`src/rtl/pc_pkg.sv`:
```
// Shared types, widths and codes for the Pearson correlation block.
package pc_pkg;

    localparam int MAX_LEN_DEF      = 4096;
    localparam int SAMPLE_WIDTH_DEF = 16;
    localparam int FIELD_W          = 16;
    localparam int SUM_W            = 29;
    localparam int SQ_W             = 45;
    localparam int CNT_W            = 17;
    localparam int PC_W             = 13;
    localparam int OP_W             = 64;
    localparam int PROD_W           = 128;
    localparam int Q_DEPTH          = 2;

    localparam logic [1:0] ST_VALID    = 2'd0;
    localparam logic [1:0] ST_ZERO_VAR = 2'd1;
    localparam logic [1:0] ST_OVERFLOW = 2'd2;

    typedef struct packed {
        logic signed [FIELD_W-1:0] x_sample;
        logic signed [FIELD_W-1:0] y_sample;
        logic                      last_pair;
    } t_pair;

    typedef struct packed {
        logic signed [FIELD_W-1:0] correlation;
        logic [1:0]                status;
        logic [PC_W-1:0]           pair_count;
    } t_result;

    // Accumulated sums of one closed vector, handed from front to back
    typedef struct packed {
        logic [CNT_W-1:0]        n;
        logic signed [SUM_W-1:0] sx;
        logic signed [SUM_W-1:0] sy;
        logic signed [SQ_W-1:0]  sxy;
        logic signed [SQ_W-1:0]  sxx;
        logic signed [SQ_W-1:0]  syy;
        logic                    ovf;
    } t_snap;

    typedef enum logic [2:0] {
        BS_IDLE,
        BS_MUL_START,
        BS_MUL_WAIT,
        BS_DIV,
        BS_SQRT,
        BS_FINISH
    } t_back_state;

endpackage

```
`src/rtl/pc_front.sv`:
```
// Front end: takes pairs, accumulates count and sums, hands a snapshot on the last pair.
module pc_front #(
    parameter int MAX_LEN      = pc_pkg::MAX_LEN_DEF,
    parameter int SAMPLE_WIDTH = pc_pkg::SAMPLE_WIDTH_DEF
) (
    input  logic          i_clk,
    input  logic          i_rst_n,
    input  logic          i_accept,
    input  pc_pkg::t_pair i_pair,
    output logic          o_push,
    output pc_pkg::t_snap o_snap
);

    localparam int CntW = $clog2(MAX_LEN + 1);

    logic [CntW-1:0]                 r_cnt, n_cnt;
    logic signed [pc_pkg::SUM_W-1:0] r_sx, n_sx, r_sy, n_sy;
    logic signed [pc_pkg::SQ_W-1:0]  r_sxy, n_sxy, r_sxx, n_sxx, r_syy, n_syy;
    logic                            r_ovf, n_ovf;

    logic [SAMPLE_WIDTH+pc_pkg::FIELD_W-1:0] x_raw, y_raw;
    logic signed [SAMPLE_WIDTH-1:0]          xs, ys;
    logic signed [2*SAMPLE_WIDTH-1:0]        pxy, pxx, pyy;
    logic                                    keep;

    // Low bits of each field, sign extended from the sample width
    assign x_raw = {{SAMPLE_WIDTH{1'b0}}, i_pair.x_sample};
    assign y_raw = {{SAMPLE_WIDTH{1'b0}}, i_pair.y_sample};
    assign xs    = x_raw[SAMPLE_WIDTH-1:0];
    assign ys    = y_raw[SAMPLE_WIDTH-1:0];
    assign pxy   = xs * ys;
    assign pxx   = xs * xs;
    assign pyy   = ys * ys;
    assign keep  = r_cnt < CntW'(MAX_LEN);

    // Accumulate, or flag overflow once the length limit is reached
    always_comb begin
        n_cnt = r_cnt;
        n_sx  = r_sx;
        n_sy  = r_sy;
        n_sxy = r_sxy;
        n_sxx = r_sxx;
        n_syy = r_syy;
        n_ovf = r_ovf;
        if (i_accept) begin
            if (!keep) begin
                n_ovf = 1'b1;
            end else begin
                n_cnt = r_cnt + CntW'(1);
                n_sx  = r_sx + pc_pkg::SUM_W'(xs);
                n_sy  = r_sy + pc_pkg::SUM_W'(ys);
                n_sxy = r_sxy + pc_pkg::SQ_W'(pxy);
                n_sxx = r_sxx + pc_pkg::SQ_W'(pxx);
                n_syy = r_syy + pc_pkg::SQ_W'(pyy);
            end
        end
    end

    assign o_push      = i_accept && i_pair.last_pair;
    assign o_snap.n    = pc_pkg::CNT_W'(n_cnt);
    assign o_snap.sx   = n_sx;
    assign o_snap.sy   = n_sy;
    assign o_snap.sxy  = n_sxy;
    assign o_snap.sxx  = n_sxx;
    assign o_snap.syy  = n_syy;
    assign o_snap.ovf  = n_ovf;

    // Sums clear on reset and after each closed vector
    always_ff @(posedge i_clk) begin
        if (!i_rst_n || o_push) begin
            r_cnt <= '0;
            r_sx  <= '0;
            r_sy  <= '0;
            r_sxy <= '0;
            r_sxx <= '0;
            r_syy <= '0;
            r_ovf <= 1'b0;
        end else begin
            r_cnt <= n_cnt;
            r_sx  <= n_sx;
            r_sy  <= n_sy;
            r_sxy <= n_sxy;
            r_sxx <= n_sxx;
            r_syy <= n_syy;
            r_ovf <= n_ovf;
        end
    end

endmodule

```
`config.mk`:
```
export PLATFORM = sky130hd
export DESIGN_NAME = pc_front
export DESIGN_NICKNAME = d
export VERILOG_FILES = /design/src/rtl/pc_pkg.sv /design/src/rtl/pc_front.sv
export SDC_FILE = /design/constraint.sdc
export NUM_CORES = 2
export LEC_CHECK = 0
export BUFFER_PORTS_ARGS = -buffer_cell sky130_fd_sc_hd__buf_4
export CORE_ASPECT_RATIO = 1.25
export CORE_MARGIN = 4
export CORE_UTILIZATION = 59
export CTS_BUF_LIST = sky130_fd_sc_hd__clkbuf_8
export DETAILED_ROUTE_END_ITERATION = 10
export PLACE_DENSITY_LB_ADDON = 0.2
export SLEW_MARGIN = 30
export SYNTH_ARGS = -nofsm -noshare
export SYNTH_HDL_FRONTEND = slang
export SYNTH_SLANG_ARGS = --single-unit
```
`constraint.sdc`:
```
create_clock -name i_clk -period 15.58 [get_ports i_clk]
set_input_delay 4.674 -clock i_clk [delete_from_list [all_inputs] [get_ports i_clk]]
set_output_delay 4.674 -clock i_clk [all_outputs]
set_load 0.05 [all_outputs]
```
======== Yosys cells after proc, flatten, opt, wreduce, memory -nomap -nowiden ========
Cells that the tools add are included.
cells by class
  divide/modulo/power cells ............... 0
  shift operators ......................... 0
  add/subtract/negate cells ............... 6
  $lt $le $gt $ge ......................... 1
  multiply operators ...................... 3
  eq/ne operators ......................... 0
  reduce and logical (&&, ||, !) cells .... 3
  mux-type cells .......................... 14
  bitwise gates (word level) .............. 0
operator list
  cell                                                              number
  45-bit two-way mux                                                6
  45-bit by 32-bit adder with 45-bit output                         3
  29-bit two-way mux                                                4
  16-bit by 16-bit multiplier with 32-bit output                    3
  29-bit by 16-bit adder with 29-bit output                         2
  13-bit two-way mux                                                2
  13-bit by 1-bit adder with 13-bit output (second input constant)  1
  13-bit less-than comparator (second input constant)               1
  1-bit two-way mux                                                 2
  1-bit logical AND                                                 1
  1-bit zero test                                                   1
  1-bit logical OR                                                  1
word-level totals
  word-level logic and storage cells ...... 34
  bits in writable memories ............... 0
  memories ................................ 0
  input port bits ......................... 36
  register bits ........................... 207
  latch bits .............................. 0
  ROM bits ................................ 0

======== Depth between registers and ports, before layout ========
  word-level depth ........................ 4
  depth in mapped cells ................... 27
  gate-level depth less buffers ........... 24

======== Worst setup path after synthesis ========
No wires, ideal clock.
  kind .................................... input port to output port
  from .................................... in i_pair[32] (netlist bit)
  to ...................................... out o_snap[135] (netlist bit)
  data required time ...................... 10906 ps
  stages on the path ...................... 25
  slack ................................... -1280 ps
  path buffers ............................ 4
  arrival time ............................ 12186 ps
  cells stage by stage .................... clkbuf_1 > clkbuf_1 > clkbuf_1 > nand2_1 > inv_1 > fa_1 > inv_1 > fa_1 > fa_1 > fa_1 > inv_1 > fa_1 > inv_1 > fa_1 > inv_1 > ha_1 > buf_2 > and3_4 > and3_1 > and3_1 > and2_1 > a22o_1 > or4_1 > nand3_1 > xor2_1
RTL lines
  element          RTL line        text
  start, declared  pc_front.sv:9   input pc_pkg::t_pair i_pair,
  end, declared    pc_front.sv:11  output pc_pkg::t_snap o_snap

==> results.yml <==
status:
  status: "completed"
layout:
  final_common_cell: "inv_1"
  n_fill_cell: 6269
  layout-drive-gt1-share_pct: 20.84
  final_cells: 7517
  area_delta_synth_final_pct: 22.36
  final_cell_mix: "1,284 x inv_1, 947 x fa_1, 778 x buf_4, 685 x nand2_1, 435 x ha_1"
  stdcell_area_sq_um: 60350
  nets: 7893
worst_setup_path:
  worstPathRequired_ns: 10.91
  max_stage_delay_ns: 0.54
  arrival_ns: 10.88
  endpoint_kind: "output pin"
  startpoint_type: "input pin"
  critPathMaxFanout: 5
  crit_type: "input pin to output pin"
  crit_top_cell: "fa_1"
  critPathSlowestCell: "fa_1"
placed_design:
  dpl.cell_count: 7354
  post-dp-hpwl_um: 110600
  globalplace.congestion: 0.9337
  dpl_cell_area_sq_um: 56490
  numPortBuffers: 243
floorplanning:
  dieArea_sq_um: 88310
  die_h_um: 331.3
  pin_count: 248
  rows: 118
  die_x_um: 266.6
  core-area_sq_um: 82830
  start_util_pct: 59.55
clocking:
  h-tree-depth: 2
  clk_pin_slew_ns: 0.06
  cts_max_path_buffers: 3
  cts_tree: "done"
  clock-sinks: 207
  clk_latency_ns: 0.75
  cts-root-buf: "clkbuf_8"
  cts_inserted_buffers: 45
timing:
  fmax_mhz: 64.29
  tightestPinTransition_ns: 0.9748
  slew-limit-headroom_pct: 35.01
  rsz0062_at_grt: "yes"
  fin_skew_ns: 0.09319
  min_period_ns: 15.56
  min_period_over_period_pct: 99.84
  finalSetupViolCount: 0
  maxSlewViolCount: 0
  finalHoldViolCount: 0
yosys:
  yosys_warnings: 0
  synth_top_family_by_area: "adder cells"
  synth_edf_count: 0
  synthCells: 5679
  ys_seq_elements: 207
  yosysSeqAreaShare_pct: 8.402
  muxShareOfSynthArea_pct: 0.6494
  avgSynthCellArea_sq_um: 8.685
  synth-compound-area-share_pct: 10.15
  async_reset_ff_share_pct: 0
  synth_xor_area_share_pct: 3.232
  synth-simple-area-share_pct: 14.01
  synthAdderAreaFrac_pct: 51.78
  ys_types: 84
  syn_area_sq_um: 49320
  synth_flop_cell: "dfxtp_1"
route:
  first_iter_violations: 2460
  post_drt_wl_per_cell_um: 18.56
  vias: 41360
  detail_route.drc_violations: 0
  dr.pass1.iters: 6
  finalWirelength_um: 139500
  vias_per_cell: 5.502
  final_antenna_net_count: 0
grt:
  grt_pass1_wl_um: 223000
  antenna_found_initial: 3
  grt_overflow_total: 0
  grt_max_degree: 122
  gr-usage-all-layers_pct: 31.67
  grt_pass1_vias: 43780
hold_path:
  hold_path_class: "flop to flop"
flow_run:
  maxCapViolations: 0
[kinds of logic after synthesis]
logic type / Yosys count
AOI/OAI and AO/OA: 789
xor gates and xnor gates: 182
adders and majority gates: 1452
buffers and inverters: 1539
DFF: 207
muxes: 31
other: 1
and+or+nand+nor: 1478
[cell type report]
cell class | count | area (sq um) | area share (%)
sequential | 207 | 4144 | 6.867
clock buffer | 50 | 688.2 | 1.140
multi-input combinational | 3936 | 41170 | 68.23
antenna | 2 | 5.005 | 0.008293
tap | 1080 | 1351 | 2.239
inverter | 1310 | 4971 | 8.237
clock inverter | 27 | 210.2 | 0.3483
timing repair buffer | 905 | 7805 | 12.93
[final timing paths]
check | from | end | slack, ns | cells after the start
max | i_pair[2] | o_snap[133] | 0.02 | 26
min | r_sy[17]$_SDFF_PP0_ | r_sy[17]$_SDFF_PP0_ | 0.48 | 2
max reg2reg | r_sxy[15]$_SDFF_PP0_ | r_sxy[40]$_SDFF_PP0_ | 9.79 | 24
min reg2reg | r_sy[17]$_SDFF_PP0_ | r_sy[17]$_SDFF_PP0_ | 0.48 | 2
[timing repair]
action,4_1_cts,5_1_grt
pin swaps,40,175
hold buffers,0,0
gates resized for setup,102,396
setup buffers,22,58
gates cloned,0,6
setup endpoints to repair,38,56
[critical path, delay by kind of cell]
kind,cells,cell delay (ns)
buffers and inverters,10,1.18
and+or+nand+nor,4,0.55
xor gates and xnor gates,1,0.21
AOI/OAI and AO/OA,4,0.88
adders and majority gates,7,3.38
[metrics by stage]
step | hold WS, ns | worst slack (ns) | setup TNS [ns] | utilization, %
4_1_cts | 0.4842 | -0.03402 | -0.05386 | 70.07
6_report | 0.4821 | 0.02447 | 0 | 72.86
3_3_place_gp | 0.4668 | -0.3245 | -3.223 | 68.19
3_5_place_dp | 0.4757 | -0.3667 | -4.509 | 68.20
2_1_floorplan | 0.4578 | -0.3577 | -0.3883 | -
5_1_grt | 0.5072 | -0.2024 | -2.836 | 72.86
[registers in the layout (all words and copies together) (netlist names)]
signal and flops:
r_sx 29, r_ovf 1, r_sy 29, r_sxx 45, r_syy 45, r_sxy 45
r_cnt 13
[synthesized netlist by cell type (18+ instances only)]
| cell type | n | area (sq um) |
|---|---|---|
| mux2i_1 | 26 | 260.3 |
| o21bai_1 | 33 | 247.7 |
| and2_1 | 284 | 1777 |
| a21o_1 | 106 | 795.8 |
| nand2_1 | 704 | 2643 |
| o21ai_0 | 120 | 600.6 |
| o211ai_1 | 22 | 165.2 |
| nand3_1 | 81 | 405.4 |
| nor2_1 | 203 | 762.0 |
| o31ai_1 | 21 | 157.7 |
| nand4_1 | 31 | 193.9 |
| ha_1 | 470 | 5881 |
| and3_1 | 30 | 187.7 |
| xnor2_1 | 127 | 1112 |
| nor3_1 | 32 | 160.2 |
| dfxtp_1 | 207 | 4144 |
| clkbuf_1 | 206 | 773.2 |
| a21oi_1 | 263 | 1316 |
| inv_1 | 1302 | 4887 |
| nor2b_1 | 20 | 125.1 |
| nand2b_1 | 23 | 143.9 |
| fa_1 | 982 | 19660 |
| o21ai_1 | 39 | 195.2 |
| a31oi_1 | 48 | 300.3 |
| o21a_1 | 18 | 135.1 |
| xor2_1 | 55 | 481.7 |
[per-layer routing]
metal | up-vias | track usage [%] | wire (um)
li1 | 18950 | - | -
met2 | 1388 | 54.27 | 69090
met4 | 0 | 12.86 | 7517
met3 | 416 | 4.649 | 9523
met1 | 20600 | 40.46 | 53410
met5 | - | 0 | 0
Power is left out: the tool's default activity adds up to more than one toggle a clock period on the data nets, which glitch-free logic cannot reach.
