[src/rtl/pc_pkg.sv]
// Shared types, widths and codes for the Pearson correlation block.
package pc_pkg;

    localparam int MAX_LEN_DEF      = 4096;
    localparam int SAMPLE_WIDTH_DEF = 16;
    localparam int FIELD_W          = 16;
    localparam int SUM_W            = 29;
    localparam int SQ_W             = 45;
    localparam int CNT_W            = 17;
    localparam int PC_W             = 13;
    localparam int OP_W             = 64;
    localparam int PROD_W           = 128;
    localparam int Q_DEPTH          = 2;

    localparam logic [1:0] ST_VALID    = 2'd0;
    localparam logic [1:0] ST_ZERO_VAR = 2'd1;
    localparam logic [1:0] ST_OVERFLOW = 2'd2;

    typedef struct packed {
        logic signed [FIELD_W-1:0] x_sample;
        logic signed [FIELD_W-1:0] y_sample;
        logic                      last_pair;
    } t_pair;

    typedef struct packed {
        logic signed [FIELD_W-1:0] correlation;
        logic [1:0]                status;
        logic [PC_W-1:0]           pair_count;
    } t_result;

    // Accumulated sums of one closed vector, handed from front to back
    typedef struct packed {
        logic [CNT_W-1:0]        n;
        logic signed [SUM_W-1:0] sx;
        logic signed [SUM_W-1:0] sy;
        logic signed [SQ_W-1:0]  sxy;
        logic signed [SQ_W-1:0]  sxx;
        logic signed [SQ_W-1:0]  syy;
        logic                    ovf;
    } t_snap;

    typedef enum logic [2:0] {
        BS_IDLE,
        BS_MUL_START,
        BS_MUL_WAIT,
        BS_DIV,
        BS_SQRT,
        BS_FINISH
    } t_back_state;

endpackage

[src/rtl/pc_queue.sv]
// Short snapshot queue between front and back ends.
module pc_queue (
    input  logic          i_clk,
    input  logic          i_rst_n,
    input  logic          i_push,
    input  pc_pkg::t_snap i_snap,
    input  logic          i_pop,
    output pc_pkg::t_snap o_snap,
    output logic          o_empty,
    output logic          o_full
);

    localparam int AddrW = (pc_pkg::Q_DEPTH > 1) ? $clog2(pc_pkg::Q_DEPTH) : 1;
    localparam int LvlW  = $clog2(pc_pkg::Q_DEPTH + 1);

    pc_pkg::t_snap r_mem [pc_pkg::Q_DEPTH];
    logic [AddrW-1:0] r_wr, r_rd;
    logic [LvlW-1:0]  r_lvl;

    assign o_empty = r_lvl == '0;
    assign o_full  = r_lvl == LvlW'(pc_pkg::Q_DEPTH);
    assign o_snap  = r_mem[r_rd];

    // Entry storage
    always_ff @(posedge i_clk) begin
        if (i_push) begin
            r_mem[r_wr] <= i_snap;
        end
    end

    // Pointers and fill level
    always_ff @(posedge i_clk) begin
        if (!i_rst_n) begin
            r_wr  <= '0;
            r_rd  <= '0;
            r_lvl <= '0;
        end else begin
            if (i_push) begin
                r_wr <= (r_wr == AddrW'(pc_pkg::Q_DEPTH - 1)) ? '0 : r_wr + AddrW'(1);
            end
            if (i_pop) begin
                r_rd <= (r_rd == AddrW'(pc_pkg::Q_DEPTH - 1)) ? '0 : r_rd + AddrW'(1);
            end
            r_lvl <= r_lvl + LvlW'(i_push) - LvlW'(i_pop);
        end
    end

endmodule

[config.mk]
export PLATFORM = sky130hd
export DESIGN_NAME = pc_queue
export DESIGN_NICKNAME = d
export VERILOG_FILES = /design/src/rtl/pc_pkg.sv /design/src/rtl/pc_queue.sv
export SDC_FILE = /design/constraint.sdc
export NUM_CORES = 1
export LEC_CHECK = 0
export BUFFER_PORTS_ARGS = -buffer_cell sky130_fd_sc_hd__buf_2
export CORE_UTILIZATION = 56
export CTS_CLUSTER_SIZE = 28
export DETAILED_ROUTE_END_ITERATION = 8
export HOLD_SLACK_MARGIN = 0.1
export PLACE_DENSITY = 0.95
export SYNTH_ARGS = -nofsm -noshare
export SYNTH_HDL_FRONTEND = slang
export SYNTH_SLANG_ARGS = --single-unit
[constraint.sdc]
create_clock -name i_clk -period 26 [get_ports i_clk]
set_input_delay 6.5 -clock i_clk [delete_from_list [all_inputs] [get_ports i_clk]]
set_output_delay 6.5 -clock i_clk [all_outputs]
set_load 0.01 [all_outputs]
## After elaboration in Yosys (flattened, before gate mapping)

Memory sizes are Yosys's and may differ from the RTL's. A register that Yosys moved wholly into a read port is not among the register bits.
Index checks and enable logic that the tools add are counted.

- Memories kept: 1
- Output and inout port bits: 213
- Bits in writable memories: 422
- Flip-flop bits (word level): 4

Memory list:

| name | words | width | rd ports | clocked after memory_dff | wr ports | RTL line | text |
|---|---|---|---|---|---|---|---|
| r_mem | 2 | 211 | 1 | 1 | 1 | pc_queue.sv:16 | `pc_pkg::t_snap r_mem [pc_pkg::Q_DEPTH];` |

- Equal/unequal tests: 1
- Reductions and logical operators: 1
- $add $sub $neg: 4
- Muxes and demuxes: 6

Operators with widths:

| cell | number |
|---|---|
| $mux W1 | 6 |
| $add A1 B1 Y1 const B | 2 |
| $add A2 B1 Y2 | 1 |
| $eq A2 B2 Y1 const B | 1 |
| $logic_not A2 Y1 | 1 |
| $sub A2 B1 Y2 | 1 |

## Longest topological paths before layout

Gate-level depths: netlist of the first run.

- Depth in word-level cells: 4
- Depth in mapped cells: 6

## Least setup slack after synthesis of the first run

No wires, ideal clock.

- Kind: input to register
- Start point: input i_push
- End point: register r_wr
- Library setup time: 0.101 ns
- Path slack: 9.545 ns
- Cell stages on the path: 2
- Arrival: 16.354 ns
- Cell sequence: nor2b_1 o21a_1

RTL lines:

| item | RTL line | text |
|---|---|---|
| start: declaration | pc_queue.sv:5 | `input logic i_push,` |
| end signal: assignment | pc_queue.sv:39 | `r_wr <= (r_wr == AddrW'(pc_pkg::Q_DEPTH - 1)) ? '0 : r_wr + AddrW'(1);` |
| end: declaration | pc_queue.sv:17 | `logic [AddrW-1:0] r_wr, r_rd;` |

==> flow_metrics.tcl, run 1 <==
set metrics [dict create \
    status "finished, final reports clean" \
    cts.clk_slew.worst_paths_ps 60 \
    grt_pass1_vias 8579 \
    drtIter0Drc 626 \
    pre_cts_ws_ps 17030 \
    yosysSeqAreaShare_pct 82.3 \
    drt-vias-per-instance 5.32 \
    cp_cell_sequence "buf_4 > mux2_2 > buf_2" \
    finalSetupViolCount 0 \
    tns_ps 0 \
    hold_ws_ps 603 \
    netlist_instances 677 \
    cts_root_buffer "clkbuf_16" \
    routedWlPerCell_um 21.8 \
    dpl_cell_area_um2 17900 \
    place_hpwl_um 22000 \
    grt_start_max_net_pins 90 \
    synth-simple-area-share_pct 0.347 \
    crit_path_max_fanout 81 \
    slew_violations 0 \
    end_kind "output port" \
    cts_tree "done" \
    p_per_area_nw_per_um2 78.9 \
    area_delta_synth_final_pct 23.8 \
    max_cap_viol_count 0 \
    synthXorXnorAreaFrac_pct 0.202 \
    grt.total_usage_pct 22.7 \
    syn_area_per_cell_um2 22.9 \
    yosys_warnings 0 \
    max-slew-margin-rel_pct 19.6 \
    peakVddDrop_v 0.0000632 \
    yosysUniqueCellTypes 13 \
    seq_area_um2 12800 \
    vias 8172 \
    grt_pass1_wl_um 47500 \
    hold_class "flop to flop" \
    period_needed_ps 9540 \
    max_freq_mhz 105 \
    finalCritPeriodShare_pct 36.7 \
    fin_nets 1349 \
    cts_resized 0 \
    wirelength_um 33400 \
    worst-endpoint-arrival_ps 3040 \
    synth_top_family_by_area "multiplexers" \
    path_class "flop to output port" \
    postLayoutSetupSlackWorst_ps 16460 \
    io_pins 428 \
    fin_skew_ps 19.4 \
    clk_path_buf_depth 3 \
    die_area_um2 28400 \
    critical_path_required_ps 19500 \
    fp-row-count 60 \
    worstMarginPinSlew_ps 1210 \
    place_congestion 0.827 \
    portBuffers 427 \
    postCtsSetupBuffers 0 \
    synthAdderAreaFrac_pct 0.161 \
    synthMuxAreaShare_pct 15.3 \
    synth_compound_area_share_pct 0.0484 \
    drive_gt1_share_pct 60.6 \
    multi_input_area_um2 2500 \
    grt_setup_unrepaired "false" \
    die_x_um 168 \
    drc_errors 0 \
    cellLeakagePower_nw 7.19 \
    synth_top_cell_by_area "edfxtp_1" \
    nFillCells 1575 \
    syn_nets 894 \
    start_util_pct 57.3 \
    synth_top_area_share_pct 81.7 \
    antenna_left 0 \
    design_area_um2 19200 \
    numCtsBuffers 42 \
    synth_area_leaders "edfxtp_1 82%, mux2_2 15%, buf_6 1.5%" \
    holdBufCountCts 0 \
    die_h_um 168 \
    htreeDepth 2 \
    cts_sinks 427 \
    hold_viol_final 0 \
    yosys_register_bits 427 \
    grt_remaining_overflow 0 \
    core_region_area_um2 27100 \
    slowest_stage "buf_4" \
    firstDrtPassIters 5 \
    syn_area_um2 15500 \
    critPathMaxStageDelay_ps 900 \
    antenna_found_initial 12 \
    insertion_delay_ps 530 \
    cp-start-kind "flop" \
]
==> path summary, 6_finish.rpt <==
path | startpoint | end | slack (ps) | cells after the start
min reg2reg | r_rd | flop | 600 | 2
max reg2reg | r_wr | r_mem[1][103] | 23460 | 2
max | flop | o_snap[88] | 16460 | 3
min | r_rd | flop | 600 | 2
==> flip-flops by register name (all words and copies together) (netlist names), named ones only <==
name   cells
r_lvl      2
r_mem    422
r_rd       1
r_wr       1
==> per-layer routing <==
| layer | share of wire [%] | track usage [%] | vias up |
|---|---|---|---|
| li1 | - | - | 3627 |
| met1 | 33 | 23.1 | 3980 |
| met2 | 52 | 41.5 | 461 |
| met3 | 9.9 | 7.86 | 100 |
| met4 | 4.2 | 10.8 | 4 |
| met5 | 0.078 | 0 | - |
==> per-stage QoR <==
step / power (mW) / std cells / utilization [%]
after floorplan: 0.917 / 677 / -
after global placement: 0.966 / 1460 / 66.2
after detailed placement: 0.976 / 1460 / 66.2
after CTS: 1.53 / 1528 / 70.8
after global routing: 1.56 / 1533 / 70.9
final: 1.52 / 1537 / 70.9
==> synth_stat cells (all sizes together) <==
master / count
edfxtp: 422
mux2: 211
buf: 23
dfxtp: 5
and2: 4
nor2b: 4
ha: 2
inv: 2
nor2: 1
o21a: 1
xnor3: 1
xor2: 1
==> cells by family after synthesis <==
logic type      after synthesis
mux                         211
compound gates                1
flops                       427
fa+ha+maj                     2
buf+inv                      25
xor+xnor                      2
simple gates                  9
==> cells in the final DEF, fill, tap and decap left out, types with 4 or more instances in the layout <==
cell type  netlist  final
dfxtp_1          5      4
mux2_2         211    211
clkinv_1         0     10
buf_2            2    427
diode_2          0      9
clkinv_2         0      5
clkbuf_16        0     45
clkbuf_1         0      5
buf_4            0      7
edfxtp_1       422    422
==> area by class of cell <==
cell class                      count  share of cell area, %
Clock inverter                     18                  0.566
Multi-Input combinational cell    225                   13.0
Clock buffer                       50                   5.96
Tap cell                          372                   2.42
Sequential cell                   427                   66.5
Timing Repair Buffer              434                   11.4
Antenna cell                        9                  0.117
Inverter                            2                 0.0391
==> report_power, final <==
group | leakage, nW | total [mW] | internal, mW | switching, mW
logic | 2.58 | 0.153 | 0.0712 | 0.0814
registers | 4.00 | 0.810 | 0.797 | 0.0128
clock network | 0.614 | 0.554 | 0.321 | 0.234
total | 7.19 | 1.52 | 1.19 | 0.328
==> worst max-delay path, delay by kind of cell (launching register included) <==
| kind | cells | cell delay, ps |
|---|---|---|
| mux | 1 | 450 |
| flops | 1 | 870 |
| buf+inv | 2 | 1050 |
Note: power is estimated with default switching activity, not from simulation.
==> inputs of run 2 (changes only) <==
--- a/config.mk
+++ b/config.mk
@@ -5,12 +5,13 @@
 export SDC_FILE = /design/constraint.sdc
 export NUM_CORES = 1
 export LEC_CHECK = 0
+export ABC_AREA = 1
 export BUFFER_PORTS_ARGS = -buffer_cell sky130_fd_sc_hd__buf_2
-export CORE_UTILIZATION = 56
+export CORE_UTILIZATION = 52
 export CTS_CLUSTER_SIZE = 28
 export DETAILED_ROUTE_END_ITERATION = 8
 export HOLD_SLACK_MARGIN = 0.1
-export PLACE_DENSITY = 0.95
+export PLACE_DENSITY = 0.89
 export SYNTH_ARGS = -nofsm -noshare
 export SYNTH_HDL_FRONTEND = slang
 export SYNTH_SLANG_ARGS = --single-unit
==> constraint.sdc (replaced) <==
create_clock -name i_clk -period 9.9 [get_ports i_clk]
set_input_delay 2.475 -clock i_clk [delete_from_list [all_inputs] [get_ports i_clk]]
set_output_delay 2.475 -clock i_clk [all_outputs]
set_load 0.01 [all_outputs]
==> run 2 against run 1 <==
Non-clock buffer count shrank 2. Global-route usage shrank 2.2 points. Synthesized cell count grew 1.8%. Power grew to 2.6 times the previous value. Largest cell class unchanged. Design area grew 0.30%. Wire length shrank 3.2%. Sequential cell count is the same. Sequential power grew to 2.6 times the previous value. Area after synthesis is the same. Critical endpoint is now o_snap[136].
==> flow_metrics.tcl, run 2 <==
set metrics [dict create \
    synth_area_leaders "edfxtp_1 82%, mux2_2 15%, buf_6 1.5%" \
    max-slew-margin-rel_pct 23.7 \
    final_cells 1559 \
    cts_sinks 427 \
    drc_errors 0 \
    cts_tree "done" \
    final_cell_mix "427 x buf_2, 422 x edfxtp_1, 211 x mux2_2" \
    syn_area_per_cell_um2 22.5 \
    reg_top3 "r_mem: 422 flops, r_lvl: 2 flops" \
    core_region_area_um2 29000 \
    worst-endpoint-arrival_ps 2910 \
    yosysUniqueCellTypes 11 \
    p_int_mw 3.14 \
    die_x_um 175 \
    syn_nets 906 \
    die_area_um2 30500 \
    ys.flop_type "edfxtp_1" \
    finalSetupViolCount 0 \
    holdBufCountCts 0 \
    path_class "flop to output port" \
    fp-row-count 62 \
    max_freq_mhz 186 \
    finalCritPeriodShare_pct 54.4 \
    portBuffers 427 \
    cts.clk_slew.worst_paths_ps 60 \
    drive_gt1_share_pct 59.9 \
    end_kind "output port" \
    cts_root_buffer "clkbuf_16" \
    syn_area_um2 15500 \
    grt_setup_unrepaired "false" \
    grt_remaining_overflow 0 \
    async_flop_share_pct 0 \
    slew_violations 0 \
    insertion_delay_ps 520 \
    regMostFlops "r_mem" \
    synth_edf_count 422 \
    synth_top_area_share_pct 81.7 \
    largest_reg_flops 422 \
    pwr-share-clk_pct 37.6 \
    vias 8065 \
    antenna_left 0 \
    nFillCells 1851 \
    period_needed_ps 5380 \
    htreeDepth 2 \
    netlist_instances 689 \
    p_per_area_nw_per_um2 207 \
    io_pins 428 \
    place_inst 1482 \
    fin_skew_ps 14.3 \
    switching_power_mw 0.846 \
    power_frac_seq_pct 53.4 \
    tns_ps 0 \
    cellLeakagePower_nw 7.24 \
    cts_resized 0 \
    synth_common_cells "422 x edfxtp_1, 211 x mux2_2, 21 x buf_6" \
    max_cap_viol_count 0 \
    start_util_pct 53.5 \
    routedWlPerCell_um 20.8 \
    firstDrtPassIters 5 \
    yosysSeqAreaShare_pct 82.3 \
    yosys.cell_count.top_type "edfxtp_1" \
    fin_nets 1359 \
    wirelength_um 32400 \
    area_delta_synth_final_pct 24.2 \
    clk_path_buf_depth 3 \
    worstMarginPinSlew_ps 1140 \
    numCtsBuffers 42 \
    postCtsSetupBuffers 0 \
    drtIter0Drc 576 \
    grt_start_max_net_pins 127 \
    hold_viol_final 0 \
    peakVddDrop_v 0.000144 \
    grt_pass1_wl_um 47000 \
    critical_path_required_ps 7430 \
    grt.total_usage_pct 20.5 \
    final_common_cell "buf_2" \
    die_h_um 175 \
    place_hpwl_um 21500 \
    antenna_found_initial 5 \
    cp-start-kind "flop" \
    drt-vias-per-instance 5.17 \
    yosys_register_bits 427 \
    combPwrFrac_pct 9.0 \
    hold_class "flop to flop" \
    status "finished, final reports clean" \
    place_congestion 0.779 \
    yosys_warnings 0 \
    crit_path_max_fanout 80 \
    switching_share_pct 21.2 \
    synth_top_cell_by_area "edfxtp_1" \
    grt_pass1_vias 8472 \
]
-- run 2: layout make-up --
cell class	count	area [µm²]	area share, %
Tap cell	384	480	2.49
Antenna cell	4	10.0	0.0519
Sequential cell	427	12800	66.3
Inverter	7	33.8	0.175
Clock inverter	19	146	0.759
Multi-Input combinational cell	232	2480	12.9
Timing Repair Buffer	432	2190	11.3
Clock buffer	54	1160	6.02
-- run 2: cells by family (layout without fill, tap and decap cells) --
family          Yosys count  after routing  synth area share (%)
simple gates             18             18                 0.443
compound gates            1              1                0.0322
other cells               0              4                     0
mux                     211            211                  15.3
fa+ha+maj                 2              2                 0.161
buf+inv                  30            512                  1.76
flops                   427            427                  82.3
-- run 2: worst max-delay path: stages (launching register included) --
cell and delay (ps):
dfxtp_4 820, buf_4 900, mux2_2 440, buf_2 140
-- run 2: worst paths after layout --
check / from / end / slack [ps] / depth (start not counted)
max: flop / o_snap[136] / 4520 / 3
min: r_rd / flop / 510 / 2
max reg2reg: r_wr / r_mem[1][155] / 7190 / 3
min reg2reg: r_rd / flop / 510 / 2
-- run 2: stage by stage --
| stage | setup slack (ps) | power (mW) | hold slack, ps | utilization, % | area [µm²] |
|---|---|---|---|---|---|
| detailed placement | 5000 | 2.52 | 494 | 61.9 | 18000 |
| finish | 4520 | 3.98 | 513 | 66.4 | 19300 |
| floorplan | 1460 | 2.37 | 463 | - | 15500 |
| CTS | 4450 | 4.02 | 513 | 66.4 | 19300 |
| global placement | 5030 | 2.50 | 477 | 61.9 | 18000 |
| global route | 4340 | 4.10 | 560 | 66.4 | 19300 |
-- run 2: power by group through the flow --
stage	sequential, mW	clock [mW]	combinational (mW)
6_report	2.13	1.50	0.358
5_1_grt	2.13	1.59	0.383
3_3_place_gp	2.16	0	0.347
3_5_place_dp	2.16	0	0.358
2_1_floorplan	2.16	0	0.206
4_1_cts	2.13	1.53	0.363
-- run 2: metal layers --
layer,GRT usage [%],share of wire (%),wire (µm),vias up
li1,-,-,-,3643
met1,21.9,35,11400,3966
met2,37.2,53,17100,389
met3,7.01,9.3,3020,65
met4,7.61,2.8,903,2
met5,0,0.040,13,-
